$ cat src/rtl/ils_pkg.sv
package ils_pkg;

   localparam int MAX_SIZE_DEFAULT    = 16;
   localparam int VALUE_WIDTH_DEFAULT = 32;
   localparam int ONE_Q16             = 65536;

   // request opcodes
   localparam logic [1:0] OP_LOAD_MATRIX = 2'd0;
   localparam logic [1:0] OP_LOAD_RHS    = 2'd1;
   localparam logic [1:0] OP_START       = 2'd2;

   localparam logic [1:0] METHOD_JACOBI = 2'd0;

   // register indexes
   localparam logic [2:0] CSR_METHOD    = 3'd0;
   localparam logic [2:0] CSR_SIZE      = 3'd1;
   localparam logic [2:0] CSR_RELAX     = 3'd2;
   localparam logic [2:0] CSR_TOLERANCE = 3'd3;
   localparam logic [2:0] CSR_LIMIT     = 3'd4;

   localparam logic [1:0]  RST_METHOD    = 2'd2;
   localparam logic [4:0]  RST_SIZE      = 5'd10;
   localparam logic [17:0] RST_RELAX     = 18'd78643;
   localparam logic [31:0] RST_TOLERANCE = 32'd1;
   localparam logic [15:0] RST_LIMIT     = 16'd1000;

   typedef struct packed {
      logic [1:0]         opcode;
      logic [3:0]         row;
      logic [3:0]         column;
      logic signed [31:0] value;
   } req_type;

   typedef struct packed {
      logic [3:0]         index;
      logic signed [31:0] solution;
      logic [15:0]        iterations;
      logic               converged;
      logic               last;
   } rsp_type;

   typedef struct packed {
      logic [1:0]  method;
      logic [4:0]  system_size;
      logic [17:0] relaxation;
      logic [31:0] tolerance_squared;
      logic [15:0] iteration_limit;
   } cfg_type;

   typedef enum logic [4:0] {
      ST_IDLE, ST_INIT, ST_ROW, ST_TERM_RD, ST_TERM_LD, ST_MUL_LO, ST_MUL_HI,
      ST_MUL_SUM, ST_TERM_ACC, ST_DIAG_RD, ST_DIAG_LD, ST_DIV_INIT, ST_DIV,
      ST_DIV_END, ST_SOR1, ST_SOR2, ST_SOR_SUM, ST_WRITE, ST_NORM_MAG,
      ST_NORM_SQ, ST_NORM_ADD, ST_CHECK, ST_EMIT
   } ctrl_state_type;

   typedef enum logic [1:0] {
      PH_TERM, PH_SOR1, PH_SOR2
   } phase_type;

   typedef enum logic [4:0] {
      DP_NONE, DP_LOAD_A, DP_LOAD_B, DP_INIT, DP_ROW, DP_RD_A, DP_LOAD_MUL,
      DP_MUL_LO, DP_MUL_HI, DP_MUL_SUM, DP_ACC, DP_RESID, DP_DIV_INIT,
      DP_DIV_STEP, DP_DIV_END, DP_SOR1, DP_SOR2, DP_SOR_SUM, DP_WRITE,
      DP_NORM_MAG, DP_MUL_SQ, DP_NORM_ADD, DP_CHECK
   } dp_op_type;

   typedef struct packed {
      dp_op_type  op;
      logic [4:0] row;
      logic [4:0] col;
      logic [4:0] xi;
      logic       last;
   } dp_cmd_type;

   typedef struct packed {
      logic div_done;
      logic conv;
      logic limit_hit;
   } dp_status_type;

endpackage

$ cat src/rtl/ils_csr.sv
module ils_csr import ils_pkg::*; (
   input  logic       clock,
   input  logic       reset,
   input  logic       csr_valid,
   output logic       csr_ready,
   input  logic [2:0] csr_index,
   input  logic [31:0] csr_data,
   output cfg_type    cfg
);

   cfg_type cfg_ff;

   assign csr_ready = 1'b1;
   assign cfg = cfg_ff;

   always_ff @(posedge clock) begin
      if (reset) begin
         cfg_ff.method            <= RST_METHOD;
         cfg_ff.system_size       <= RST_SIZE;
         cfg_ff.relaxation        <= RST_RELAX;
         cfg_ff.tolerance_squared <= RST_TOLERANCE;
         cfg_ff.iteration_limit   <= RST_LIMIT;
      end else if (csr_valid) begin
         case (csr_index)
            CSR_METHOD:    cfg_ff.method            <= csr_data[1:0];
            CSR_SIZE:      cfg_ff.system_size       <= csr_data[4:0];
            CSR_RELAX:     cfg_ff.relaxation        <= csr_data[17:0];
            CSR_TOLERANCE: cfg_ff.tolerance_squared <= csr_data;
            CSR_LIMIT:     cfg_ff.iteration_limit   <= csr_data[15:0];
            default: ;
         endcase
      end
   end

endmodule

$ cat config.mk
export PLATFORM = sky130hd
export DESIGN_NAME = ils_csr
export DESIGN_NICKNAME = d
export VERILOG_FILES = /design/src/rtl/ils_pkg.sv /design/src/rtl/ils_csr.sv
export SDC_FILE = /design/constraint.sdc
export NUM_CORES = 1
export LEC_CHECK = 0
export BUFFER_PORTS_ARGS = -buffer_cell sky130_fd_sc_hd__buf_2
export CAP_MARGIN = 10
export CORE_MARGIN = 4
export CORE_UTILIZATION = 53
export CTS_CLUSTER_SIZE = 30
export DETAILED_ROUTE_END_ITERATION = 16
export HOLD_SLACK_MARGIN = 0.06
export PLACE_DENSITY = 0.85
export RECOVER_POWER = 50
export SYNTH_ARGS = -nofsm -noshare
export SYNTH_HDL_FRONTEND = slang
export SYNTH_SLANG_ARGS = --single-unit
export TNS_END_PERCENT = 50
$ cat constraint.sdc
create_clock -name clock -period 1.55 [get_ports clock]
set_clock_uncertainty 0.05 [all_clocks]
set_input_delay 0.0775 -clock clock [delete_from_list [all_inputs] [get_ports clock]]
set_output_delay 0.0775 -clock clock [all_outputs]
set_load 0.1 [all_outputs]
### After elaboration in Yosys (flattened, before gate mapping)

Index checks and enable logic that the tools add are counted.

* bits in registers: 73

* reduce and logical (&&, ||, !) cells: 6
* equality and inequality tests: 4

Operators with widths (number)
* AND reduction 2 bit: 5
* equality test 3 x 2 -> 1 bit, second input constant: 2
* equality test 3 x 1 -> 1 bit, second input constant: 1
* equality test 3 bit, second input constant: 1
* logical NOT 3 bit: 1

### Depth between registers and ports, before layout

* depth in word-level cells: 2
* gate-level depth with buffers: 5
* mapped depth without buffers: 2

### Worst setup path before layout

Ideal clock, no wire load.

* path kind: flip-flop to flip-flop
* start: register cfg[16] (netlist name)
* end: register cfg_ff, in the netlist cfg[16]
* cell stages (with the launch flop): 3
* clock period less this slack: 1288 ps
* arrival time: 1166 ps
* required time: 1428 ps
* setup slack: 262 ps
* path buffers: 0
* library setup time: 72 ps
* cell sequence: dfxtp_1 > nor2_1 > mux2i_1

RTL lines
* end: declaration: RTL line ils_csr.sv:11 `cfg_type cfg_ff;`

### Final worst setup path

* start: input port csr_index[2]
* end: register cfg_ff, in the netlist cfg[41]

* cells in the longest elaborated chain, start to end: 2

RTL lines
* start: declaration: RTL line ils_csr.sv:6 `input logic [2:0] csr_index,`
* equality test 3 x 2 -> 1 bit: RTL line ils_csr.sv:24 `case (csr_index)`
* AND reduction 2 bit (no line)

No other way between the ends.
A chain may end at the register's enable or synchronous reset.

==> reports/metrics.yaml <==
pin_count: 112
finalMaxSlewViolations: 0
wl_um: 7390
grtUsageTotal: 0.210
ys_seq_area_frac: 0.473
cts_sinks: 73
drive_gt1_frac: 0.286
hold_path.class: "input pin to flip-flop"
fin_cells: 506
fp-row-count: 27
ys_warn_count: 0
postSynthAreaPerCell_sq_um: 10.5
cap_violations: 0
cts_tree: "yes"
fmax_mhz: 787
gp_congestion: 0.747
multi_input_area_sq_mm: 0.00146
async_reset_ff_frac: 0
cts-htree-levels: 3
die-area_sq_mm: 0.00712
setup.worst_path.class: "input pin to flip-flop"
coreArea_sq_mm: 0.00557
dr.pass1.iters: 5
ys_top_cells_by_count: "nand2b_1, dfxtp_1, mux2i_1, nor2_1, clkbuf_1"
grt_max_degree: 70
clockRootBuffer: "clkbuf_8"
grt_first_pass_wirelength_um: 12000
grt_pass1_vias: 2481
ys.flop_type: "dfxtp_1"
start_kind: "input pin"
power_mw: 4.08
io_buffers: 110
tightest_slew_ps: 955
numCtsBuffers: 9
ir_drop_mv: 0.872
postRouteAntennaNets: 0
dpl.hpwl_um: 4720
clock_latency_ps: 330
synth_edf_count: 0
leakage_nw: 1.93
dr_total_vias: 2440
register_area_sq_mm: 0.00146
drt_iter0_drc: 69
fin_util: 0.740
critPathCaptureType: "flip-flop"
setup-tns-final_ps: 0
cts_resized: 0
grt.overflow.total: 0
start_util: 0.554
ctsLongestPathBuffers: 2
synth_area_sq_mm: 0.00309
hold_violations: 0
synth_top_area_cell: "dfxtp_1"
synth_cells: 294
slew_headroom: 0.363
clk_pin_slew_ps: 70
antenna_cells: 0
fillers: 412
worstPathMaxFanout: 25
period_share: 0.820
yosys-top-cells-area: "dfxtp_1, mux2i_1, nand2b_1"
syn_to_final_growth_pct: 33.4
netlist.area_leader.share: 0.473
antenna_found_initial: 0
syn-num-nets: 332
synth.distinct_cells: 15
powerDensity_mw_per_mm2: 991
period_needed_ps: 1270
worstPathRequired_ps: 1740
final_area_sq_mm: 0.00412
route.detailed.drc: 0
yosysMostFrequentCell: "nand2b_1"
largest_reg_flops: 73
synth_seq_cells: 73
crit_arrival_ps: 1460
die_h_um: 84.4
place_area_sq_mm: 0.00364
nets: 468
status: "completed"
setup_viol: 0
vias_per_cell: 4.82
placed_cells: 459
rsz0062_at_grt: "false"
wl_per_cell_um: 14.6
die_w_um: 84.4
## critical path, stage by stage
cell and delay (ps):
clkbuf_1 140, and4b_2 280, clkbuf_2 650, mux2i_1 290
## where the power goes
part / switching [mW] / total (mW) / internal [mW]
Combinational: 0.470 / 0.679 / 0.210
Clock: 0.648 / 1.47 / 0.819
Sequential: 0.0215 / 1.94 / 1.92
## per-stage QoR
stage	hold WS, ps	setup WS, ps
final	81.8	279
after detailed placement	295	396
after global routing	82.8	182
after global placement	290	468
after CTS	61.9	290
after floorplan	183	262
## timing repair
item,CTS,global route
hold buffers,32,0
endpoints found under the hold margin,72,0
setup endpoints to repair,0,0
setup buffers,0,0
## per-layer routing
layer  wire length, um  vias up  global-route usage
met3               416       13              0.0550
met1              3140     1127               0.244
met5                 0        -                   0
met2              3710       70               0.367
li1                  -     1230                   -
met4               124        0              0.0863
## cells in the final DEF (no fill, tap or decap)
cell / netlist / layout
nand4b_1: 1 / 1
clkbuf_2: 0 / 3
dlygate4sd3_1: 0 / 32
dfxtp_1: 73 / 73
buf_12: 2 / 1
clkbuf_1: 8 / 8
bufinv_16: 0 / 1
nor2_1: 31 / 31
clkbuf_8: 0 / 11
clkinv_2: 0 / 2
nand4bb_1: 3 / 3
and4bb_1: 1 / 1
conb_1: 1 / 1
buf_4: 2 / 2
and4b_2: 1 / 1
buf_2: 7 / 103
nand2b_1: 86 / 86
nor4b_1: 1 / 1
mux2i_1: 73 / 73
## final timing paths
| kind | start | to | slack [ps] | depth (start not counted) |
|---|---|---|---|---|
| worst max register to register | cfg[61] | cfg[61] | 820 | 2 |
| worst min register to register | cfg[20] | cfg[20] | 420 | 2 |
| worst max-delay path | csr_index[2] | cfg[41] | 280 | 4 |
| worst min-delay path | csr_index[1] | cfg[72] | 80 | 3 |
## layout make-up
class,instances,area share
Clock inverter,3,0.00971
Tap cell,72,0.0219
Sequential cell,73,0.354
Timing Repair Buffer,148,0.221
Clock buffer,12,0.0376
Multi-Input combinational cell,198,0.355
## cell families after synthesis
logic type,after synthesis,synth area share
and+or+nand+nor,124,0.236
muxes,73,0.236
DFF,73,0.473
buffers and inverters,23,0.0534
other,1,0.00121
Note: power is estimated with default switching activity, not from simulation.
