==> src/rtl/ils_pkg.sv <==
package ils_pkg;

   localparam int MAX_SIZE_DEFAULT    = 16;
   localparam int VALUE_WIDTH_DEFAULT = 32;
   localparam int ONE_Q16             = 65536;

   // request opcodes
   localparam logic [1:0] OP_LOAD_MATRIX = 2'd0;
   localparam logic [1:0] OP_LOAD_RHS    = 2'd1;
   localparam logic [1:0] OP_START       = 2'd2;

   localparam logic [1:0] METHOD_JACOBI = 2'd0;

   // register indexes
   localparam logic [2:0] CSR_METHOD    = 3'd0;
   localparam logic [2:0] CSR_SIZE      = 3'd1;
   localparam logic [2:0] CSR_RELAX     = 3'd2;
   localparam logic [2:0] CSR_TOLERANCE = 3'd3;
   localparam logic [2:0] CSR_LIMIT     = 3'd4;

   localparam logic [1:0]  RST_METHOD    = 2'd2;
   localparam logic [4:0]  RST_SIZE      = 5'd10;
   localparam logic [17:0] RST_RELAX     = 18'd78643;
   localparam logic [31:0] RST_TOLERANCE = 32'd1;
   localparam logic [15:0] RST_LIMIT     = 16'd1000;

   typedef struct packed {
      logic [1:0]         opcode;
      logic [3:0]         row;
      logic [3:0]         column;
      logic signed [31:0] value;
   } req_type;

   typedef struct packed {
      logic [3:0]         index;
      logic signed [31:0] solution;
      logic [15:0]        iterations;
      logic               converged;
      logic               last;
   } rsp_type;

   typedef struct packed {
      logic [1:0]  method;
      logic [4:0]  system_size;
      logic [17:0] relaxation;
      logic [31:0] tolerance_squared;
      logic [15:0] iteration_limit;
   } cfg_type;

   typedef enum logic [4:0] {
      ST_IDLE, ST_INIT, ST_ROW, ST_TERM_RD, ST_TERM_LD, ST_MUL_LO, ST_MUL_HI,
      ST_MUL_SUM, ST_TERM_ACC, ST_DIAG_RD, ST_DIAG_LD, ST_DIV_INIT, ST_DIV,
      ST_DIV_END, ST_SOR1, ST_SOR2, ST_SOR_SUM, ST_WRITE, ST_NORM_MAG,
      ST_NORM_SQ, ST_NORM_ADD, ST_CHECK, ST_EMIT
   } ctrl_state_type;

   typedef enum logic [1:0] {
      PH_TERM, PH_SOR1, PH_SOR2
   } phase_type;

   typedef enum logic [4:0] {
      DP_NONE, DP_LOAD_A, DP_LOAD_B, DP_INIT, DP_ROW, DP_RD_A, DP_LOAD_MUL,
      DP_MUL_LO, DP_MUL_HI, DP_MUL_SUM, DP_ACC, DP_RESID, DP_DIV_INIT,
      DP_DIV_STEP, DP_DIV_END, DP_SOR1, DP_SOR2, DP_SOR_SUM, DP_WRITE,
      DP_NORM_MAG, DP_MUL_SQ, DP_NORM_ADD, DP_CHECK
   } dp_op_type;

   typedef struct packed {
      dp_op_type  op;
      logic [4:0] row;
      logic [4:0] col;
      logic [4:0] xi;
      logic       last;
   } dp_cmd_type;

   typedef struct packed {
      logic div_done;
      logic conv;
      logic limit_hit;
   } dp_status_type;

endpackage

==> src/rtl/ils_controller.sv <==
module ils_controller import ils_pkg::*; #(
   parameter int MAX_SIZE = MAX_SIZE_DEFAULT
) (
   input  logic          clock,
   input  logic          reset,
   input  logic          req_valid,
   output logic          req_stall,
   input  req_type       req_data,
   output logic          rsp_valid,
   input  logic          rsp_stall,
   input  cfg_type       cfg,
   input  dp_status_type status,
   output dp_cmd_type    cmd
);

   localparam int CAP = (MAX_SIZE < 16) ? MAX_SIZE : 16;

   ctrl_state_type state_ff, state_in;
   phase_type      phase_ff, phase_in;
   logic [4:0]     i_ff, i_in, j_ff, j_in, n_ff, n_in;
   logic           i_last;

   assign i_last = (i_ff + 5'd1) == n_ff;

   always_ff @(posedge clock) begin
      if (reset) begin
         state_ff <= ST_IDLE;
         phase_ff <= PH_TERM;
         i_ff     <= '0;
         j_ff     <= '0;
         n_ff     <= 5'd1;
      end else begin
         state_ff <= state_in;
         phase_ff <= phase_in;
         i_ff     <= i_in;
         j_ff     <= j_in;
         n_ff     <= n_in;
      end
   end

   always_comb begin
      state_in  = state_ff;
      phase_in  = phase_ff;
      i_in      = i_ff;
      j_in      = j_ff;
      n_in      = n_ff;
      cmd.op    = DP_NONE;
      cmd.row   = i_ff;
      cmd.col   = j_ff;
      cmd.xi    = i_ff;
      cmd.last  = i_last;
      req_stall = 1'b1;
      rsp_valid = 1'b0;
      case (state_ff)
         ST_IDLE: begin
            req_stall = 1'b0;
            if (req_valid) begin
               case (req_data.opcode)
                  OP_LOAD_MATRIX: cmd.op = DP_LOAD_A;
                  OP_LOAD_RHS:    cmd.op = DP_LOAD_B;
                  OP_START: begin
                     if (cfg.system_size == 5'd0) n_in = 5'd1;
                     else if (cfg.system_size > 5'(CAP)) n_in = 5'(CAP);
                     else n_in = cfg.system_size;
                     state_in = ST_INIT;
                  end
                  default: ;
               endcase
            end
         end
         ST_INIT: begin
            cmd.op   = DP_INIT;
            i_in     = '0;
            state_in = ST_ROW;
         end
         ST_ROW: begin
            cmd.op   = DP_ROW;
            j_in     = '0;
            state_in = ST_TERM_RD;
         end
         ST_TERM_RD: begin
            if (j_ff == n_ff) begin
               state_in = ST_DIAG_RD;
            end else if (j_ff == i_ff) begin
               j_in = j_ff + 5'd1;
            end else begin
               cmd.op   = DP_RD_A;
               cmd.xi   = j_ff;
               state_in = ST_TERM_LD;
            end
         end
         ST_TERM_LD: begin
            cmd.op   = DP_LOAD_MUL;
            phase_in = PH_TERM;
            state_in = ST_MUL_LO;
         end
         ST_MUL_LO: begin
            cmd.op   = DP_MUL_LO;
            state_in = ST_MUL_HI;
         end
         ST_MUL_HI: begin
            cmd.op   = DP_MUL_HI;
            state_in = ST_MUL_SUM;
         end
         ST_MUL_SUM: begin
            cmd.op = DP_MUL_SUM;
            case (phase_ff)
               PH_TERM: state_in = ST_TERM_ACC;
               PH_SOR1: state_in = ST_SOR2;
               default: state_in = ST_SOR_SUM;
            endcase
         end
         ST_TERM_ACC: begin
            cmd.op   = DP_ACC;
            j_in     = j_ff + 5'd1;
            state_in = ST_TERM_RD;
         end
         ST_DIAG_RD: begin
            cmd.col  = i_ff;
            state_in = ST_DIAG_LD;
         end
         ST_DIAG_LD: begin
            cmd.op   = DP_RESID;
            state_in = ST_DIV_INIT;
         end
         ST_DIV_INIT: begin
            cmd.op   = DP_DIV_INIT;
            state_in = ST_DIV;
         end
         ST_DIV: begin
            if (status.div_done) state_in = ST_DIV_END;
            else cmd.op = DP_DIV_STEP;
         end
         ST_DIV_END: begin
            cmd.op   = DP_DIV_END;
            state_in = cfg.method[1] ? ST_SOR1 : ST_WRITE;
         end
         ST_SOR1: begin
            cmd.op   = DP_SOR1;
            phase_in = PH_SOR1;
            state_in = ST_MUL_LO;
         end
         ST_SOR2: begin
            cmd.op   = DP_SOR2;
            phase_in = PH_SOR2;
            state_in = ST_MUL_LO;
         end
         ST_SOR_SUM: begin
            cmd.op   = DP_SOR_SUM;
            state_in = ST_WRITE;
         end
         ST_WRITE: begin
            cmd.op = DP_WRITE;
            if (i_last) begin
               i_in     = '0;
               state_in = ST_NORM_MAG;
            end else begin
               i_in     = i_ff + 5'd1;
               state_in = ST_ROW;
            end
         end
         ST_NORM_MAG: begin
            cmd.op   = DP_NORM_MAG;
            state_in = ST_NORM_SQ;
         end
         ST_NORM_SQ: begin
            cmd.op   = DP_MUL_SQ;
            state_in = ST_NORM_ADD;
         end
         ST_NORM_ADD: begin
            cmd.op = DP_NORM_ADD;
            if (i_last) begin
               i_in     = '0;
               state_in = ST_CHECK;
            end else begin
               i_in     = i_ff + 5'd1;
               state_in = ST_NORM_MAG;
            end
         end
         ST_CHECK: begin
            cmd.op   = DP_CHECK;
            i_in     = '0;
            state_in = (status.conv || status.limit_hit) ? ST_EMIT : ST_ROW;
         end
         ST_EMIT: begin
            rsp_valid = 1'b1;
            if (!rsp_stall) begin
               if (i_last) state_in = ST_IDLE;
               else i_in = i_ff + 5'd1;
            end
         end
         default: state_in = ST_IDLE;
      endcase
   end

endmodule

==> config.mk <==
export PLATFORM = sky130hd
export DESIGN_NAME = ils_controller
export DESIGN_NICKNAME = d
export VERILOG_FILES = /design/src/rtl/ils_pkg.sv /design/src/rtl/ils_controller.sv
export SDC_FILE = /design/constraint.sdc
export NUM_CORES = 1
export LEC_CHECK = 0
export BUFFER_PORTS_ARGS = -buffer_cell sky130_fd_sc_hd__buf_2
export CAP_MARGIN = 40
export CORE_ASPECT_RATIO = 1.2
export CORE_MARGIN = 1
export CORE_UTILIZATION = 46
export DETAILED_ROUTE_END_ITERATION = 10
export PLACE_DENSITY_LB_ADDON = 0.25
export SKIP_CTS_REPAIR_TIMING = 1
export SYNTH_ARGS = -nofsm -noshare
export SYNTH_HDL_FRONTEND = slang
export SYNTH_SLANG_ARGS = --single-unit
==> constraint.sdc <==
create_clock -name clock -period 2.8 [get_ports clock]
set_clock_uncertainty 0.1 [all_clocks]
set_input_delay 0.28 -clock clock [delete_from_list [all_inputs] [get_ports clock]]
set_output_delay 0.28 -clock clock [all_outputs]
set_load 0.1 [all_outputs]
# Yosys cells after proc, flatten, opt, wreduce, memory -nomap -nowiden
# Cells that the tools add are included.
dict set report word_totals {
  regBits 22
  out_inout_bits 23
  elab_cells 96
}
dict set report classes {
  addsub 2
  order_cmp 1
  eq_ne 37
  muxes 35
  n_reduce_logical 16
}
# cell count
set op_table {}
lappend op_table {{$mux 5} 21}
lappend op_table {{$pmux 5 s21} 1}
lappend op_table {{$pmux 5 s20} 1}
lappend op_table {{$eq 5x4->1 const B} 8}
lappend op_table {{$eq 5x5->1 const B} 7}
lappend op_table {{$pmux 5 s3} 2}
lappend op_table {{$eq 5x3->1 const B} 4}
lappend op_table {{$eq 5x5->1} 3}
lappend op_table {{$ne 2x2->1 const B} 7}
lappend op_table {{$add 5x1->5 const B} 2}
lappend op_table {{$eq 5x2->1 const B} 2}
lappend op_table {{$logic_not 5->1} 2}
lappend op_table {{$pmux 5 s2} 1}
lappend op_table {{$mux 3} 3}
lappend op_table {{$reduce_and 3->1} 3}
lappend op_table {{$reduce_bool 3->1} 3}
lappend op_table {{$pmux 2 s3} 1}
lappend op_table {{$reduce_and 6->1} 1}
lappend op_table {{$reduce_or 2->1} 3}
lappend op_table {{$eq 5x1->1 const B} 1}
lappend op_table {{$gt 5x5->1 const B} 1}
lappend op_table {{$eq 2x1->1 const B} 2}
lappend op_table {{$logic_not 2->1} 2}
lappend op_table {{$mux 4} 1}
lappend op_table {{other kinds (8)} 9}

# Logic depth before layout (Yosys ltp)
dict set report depth {
  ltp_word 5
  ltp_mapped 7
}

# Least setup slack after synthesis
# No wires, ideal clock.
dict set report synth_timing {
  path_kind {register to output}
  startpoint {reg state_ff[1]}
  endpoint {out cmd[17] (netlist bit)}
  arrival_time_ns 3.205
  t_required_ns 2.420
  setup_slack_ns -0.785
  path_stages_with_launch 6
  n_path_buf 3
  cell_sequence {dfxtp_1 -> buf_4 -> buf_2 -> clkbuf_1 -> a21oi_1 -> o21ai_0}
}
# item line_no
set synth_rtl {}
lappend synth_rtl {{start, declared} ils_controller.sv:18} ;# ctrl_state_type state_ff, state_in;
lappend synth_rtl {{start signal, assigned} ils_controller.sv:33} ;# state_ff <= state_in;
lappend synth_rtl {{end, declared} ils_controller.sv:13} ;# output dp_cmd_type cmd

==> summary.md <==
| Metric | Value |
|---|---|
| Outcome | completed |
| Post-synthesis sequential area ratio | 0.1989 |
| Hold_ws | 0.1824 ns |
| Fin area | 2623 um2 |
| Antenna cells | 0 |
| Crit. End Element | output pin |
| GR peak layer | met2 |
| Placeable Area | 4594 um2 |
| RSZ-0062 raised after global routing | false |
| Clock share of power | 0.124 |
| Cell area after synthesis | 2215 um2 |
| Met2 usage | 0.3990 |
| Nets | 438 |
| TritonCTS Sinks | 22 |
| FP Rows | 27 |
| First-pass GRT wire length | 10.05 mm |
| Synth Area in XOR/XNOR | 0.09040 |
| Die area | 5097 um2 |
| Hold Path Class | input pin to flip-flop |
| Post-synthesis compound-gate area fraction | 0.2667 |
| VDD IR-drop max | 0.0008307 V |
| Number of remaining DRC errors | 0 |
| Initial Util | 0.4820 |
| Final hold vios | 0 |
| Vias in the first global route | 2074 |
| IO Pins | 145 |
| Initial antenna violation count | 0 |
| Multiplexer share of the synthesized area | 0.08305 |
| Met1 GRT Util | 0.3381 |
| Maximum clock frequency | 0.3802 GHz |
| DR vias | 2191 |
| P_sw | 1.041 mW |
| Drt total wl | 5.990 mm |
| Fin Setup TNS | 0 ns |
| Synth async-reset ratio | 0 |
| GPL Wtd Cong | 0.8700 |
| Synth Net Count | 407 |
| Share of cells above drive strength 1 | 0.2588 |
| Relative slew slack | 0.6272 |
| Filler instances | 466 |
| Post-synth EDFFs | 0 |
| DR WL/cell | 16.15 um |
| Worst path arrival time | 2.25 ns |
| Area taken by multi-input logic gates | 1603 um2 |
| Startpoint class of the critical path | flip-flop |
| Initial drt markers | 223 |
| Maximum fanout along the worst path | 9 |
| Maximum clock path buffer count | 2 |
| Met3 Use GR | 0.02180 |
| Worst-path clk slew | 0.09 ns |
| Simple-gate area share of the yosys netlist | 0.2684 |
| Tmin final | 2.630 ns |
| Largest net degree at the start of global routing | 32 |
| Worst-margin pin slew | 0.5592 ns |
| Mean Syn Cell Area | 7.826 um2 |
| Clk Latency, worst-skew pair | 0.28 ns |
| Total CTS buffers | 3 |
| Port buffer count | 37 |
| Crit Path Category | flip-flop to output pin |
| CP required | 2.42 ns |
| Final setup fails | 0 |
| Internal Pwr Total | 0.9207 mW |
| Gr usage total | 0.2495 |
| Pwr Density | 748.1 nW/um2 |
| Logic gate share of total power | 0.688 |
| Die width | 65.34 um |
| H-tree Lvls | 1 |
| Initial DRT Pass Iterations | 4 |
| Main synth FF type | dfxtp_1 |
| Switching power share of the total | 0.5307 |
| Yosys cell types | 65 |
| Area Growth Syn to Fin | 18.42% |
| Syn Inst Count | 283 |
| P_leak | 1.033 nW |
| Count of pins over their slew limit | 0 |
| Tcrit/Tclk final | 0.9394 |
| Remaining Overflow, GRT | 0 |
| Yosys warning total | 0 |
| Register share of total power | 0.188 |
| Synthesized flop and latch total | 22 |
| Drt via density | 5.906 |
| Max-cap viol count | 0 |
| Largest family of logic cells by synthesized area | simple AND/OR/NAND/NOR gates |
| Die height | 78.01 um |
| CTS tree | yes |
| Post-synthesis adder-cell area fraction | 0.01130 |
| Antenna-violating nets left | 0 |
| Post-DP HPWL | 4.483 mm |
| Root Buffer | clkbuf_8 |
| Area occupied by registers | 440.4 um2 |
| Placed Area | 2567 um2 |
-- power by group through the flow --
| stage | Sequential [mW] | Combinational (mW) | Clock, mW |
|---|---|---|---|
| finish | 0.369 | 1.35 | 0.243 |
| global route | 0.375 | 1.45 | 0.261 |
| CTS | 0.369 | 1.34 | 0.246 |
| detailed placement | 0.376 | 1.33 | 0 |
| global placement | 0.374 | 1.32 | 0 |
| floorplan | 0.372 | 1.04 | 0 |
-- cell usage in the layout, fill, tap and decap left out, types with 9 or more instances in the layout --
| master | Yosys | layout |
|---|---|---|
| o21ai_0 | 10 | 9 |
| nand2b_1 | 14 | 14 |
| buf_4 | 6 | 14 |
| nor2b_1 | 9 | 9 |
| nor2_1 | 14 | 13 |
| mux2_2 | 11 | 11 |
| buf_2 | 11 | 28 |
| nand2_1 | 24 | 24 |
| nor3_1 | 10 | 9 |
| buf_12 | 0 | 9 |
| a21oi_1 | 23 | 23 |
| dfxtp_1 | 22 | 22 |
| xnor2_1 | 14 | 14 |
-- final timing paths --
check / startpoint / to / slack, ns / cells past startpoint
setup / recovery: state_ff[3] / cmd[16] / 0.17 / 6
hold / removal: cfg[68] / n_ff[2] / 0.18 / 3
setup reg to reg: i_ff[2] / i_ff[4] / 0.70 / 6
hold reg to reg: n_ff[2] / n_ff[2] / 0.43 / 2
-- final cells by class --
class | instances | area share
Timing Repair Buffer | 51 | 0.1622
Inverter | 7 | 0.01002
Sequential cell | 22 | 0.1679
Tap cell | 58 | 0.02767
Clock buffer | 4 | 0.02099
Multi-Input combinational cell | 229 | 0.6112
-- metal layers --
metal  up-vias  wire length (um)
met4         0               138
met1      1027              2730
met5         -                 0
met3        10               247
li1       1096                 -
met2        58              2874
-- sequential cells by signal (all words and copies together) (netlist names) --
| name | cells |
|---|---|
| phase_ff | 2 |
| j_ff | 5 |
| state_ff | 5 |
| n_ff | 5 |
| i_ff | 5 |
-- synth_stat cells (4+ instances only) --
cell type,count,area share
a21o_1,4,0.014
a21oi_1,23,0.052
a31oi_1,4,0.011
buf_2,11,0.025
buf_4,6,0.020
dfxtp_1,22,0.20
inv_1,7,0.012
mux2_2,11,0.056
mux2i_1,6,0.027
nand2_1,24,0.041
nand2b_1,14,0.040
nand3_1,8,0.018
nand3b_1,7,0.024
nor2_1,14,0.024
nor2b_1,9,0.025
nor3_1,10,0.023
o21ai_0,10,0.023
o22ai_1,7,0.020
xnor2_1,14,0.055
xor2_1,7,0.028
-- stage by stage --
stage | power, mW | util | setup WS, ns | std cells
final | 1.962 | 0.5708 | 0.1697 | 371
after global routing | 2.083 | 0.5708 | 0.04096 | 371
after CTS | 1.959 | 0.5708 | 0.1856 | 371
after detailed placement | 1.711 | 0.5588 | 0.5029 | 367
after global placement | 1.696 | 0.5588 | 0.5068 | 367
after floorplan | 1.416 | - | -0.3601 | 283
-- critical path: stages, from the launching register on --
cell,delay [ns]
dfxtp_1,0.50
and4bb_2,0.31
nand2_1,0.21
a21o_1,0.26
nor2_1,0.15
a211o_2,0.36
buf_12,0.17
-- cell families (layout without fill, tap and decap cells) --
kind of cell / Yosys count / in the layout
compound gates: 83 / 83
xor+xnor: 22 / 22
fa+ha+maj: 2 / 2
buf+inv: 32 / 62
flops: 22 / 22
mux: 17 / 17
simple gates: 105 / 105
Note: power is estimated with default switching activity, not from simulation.
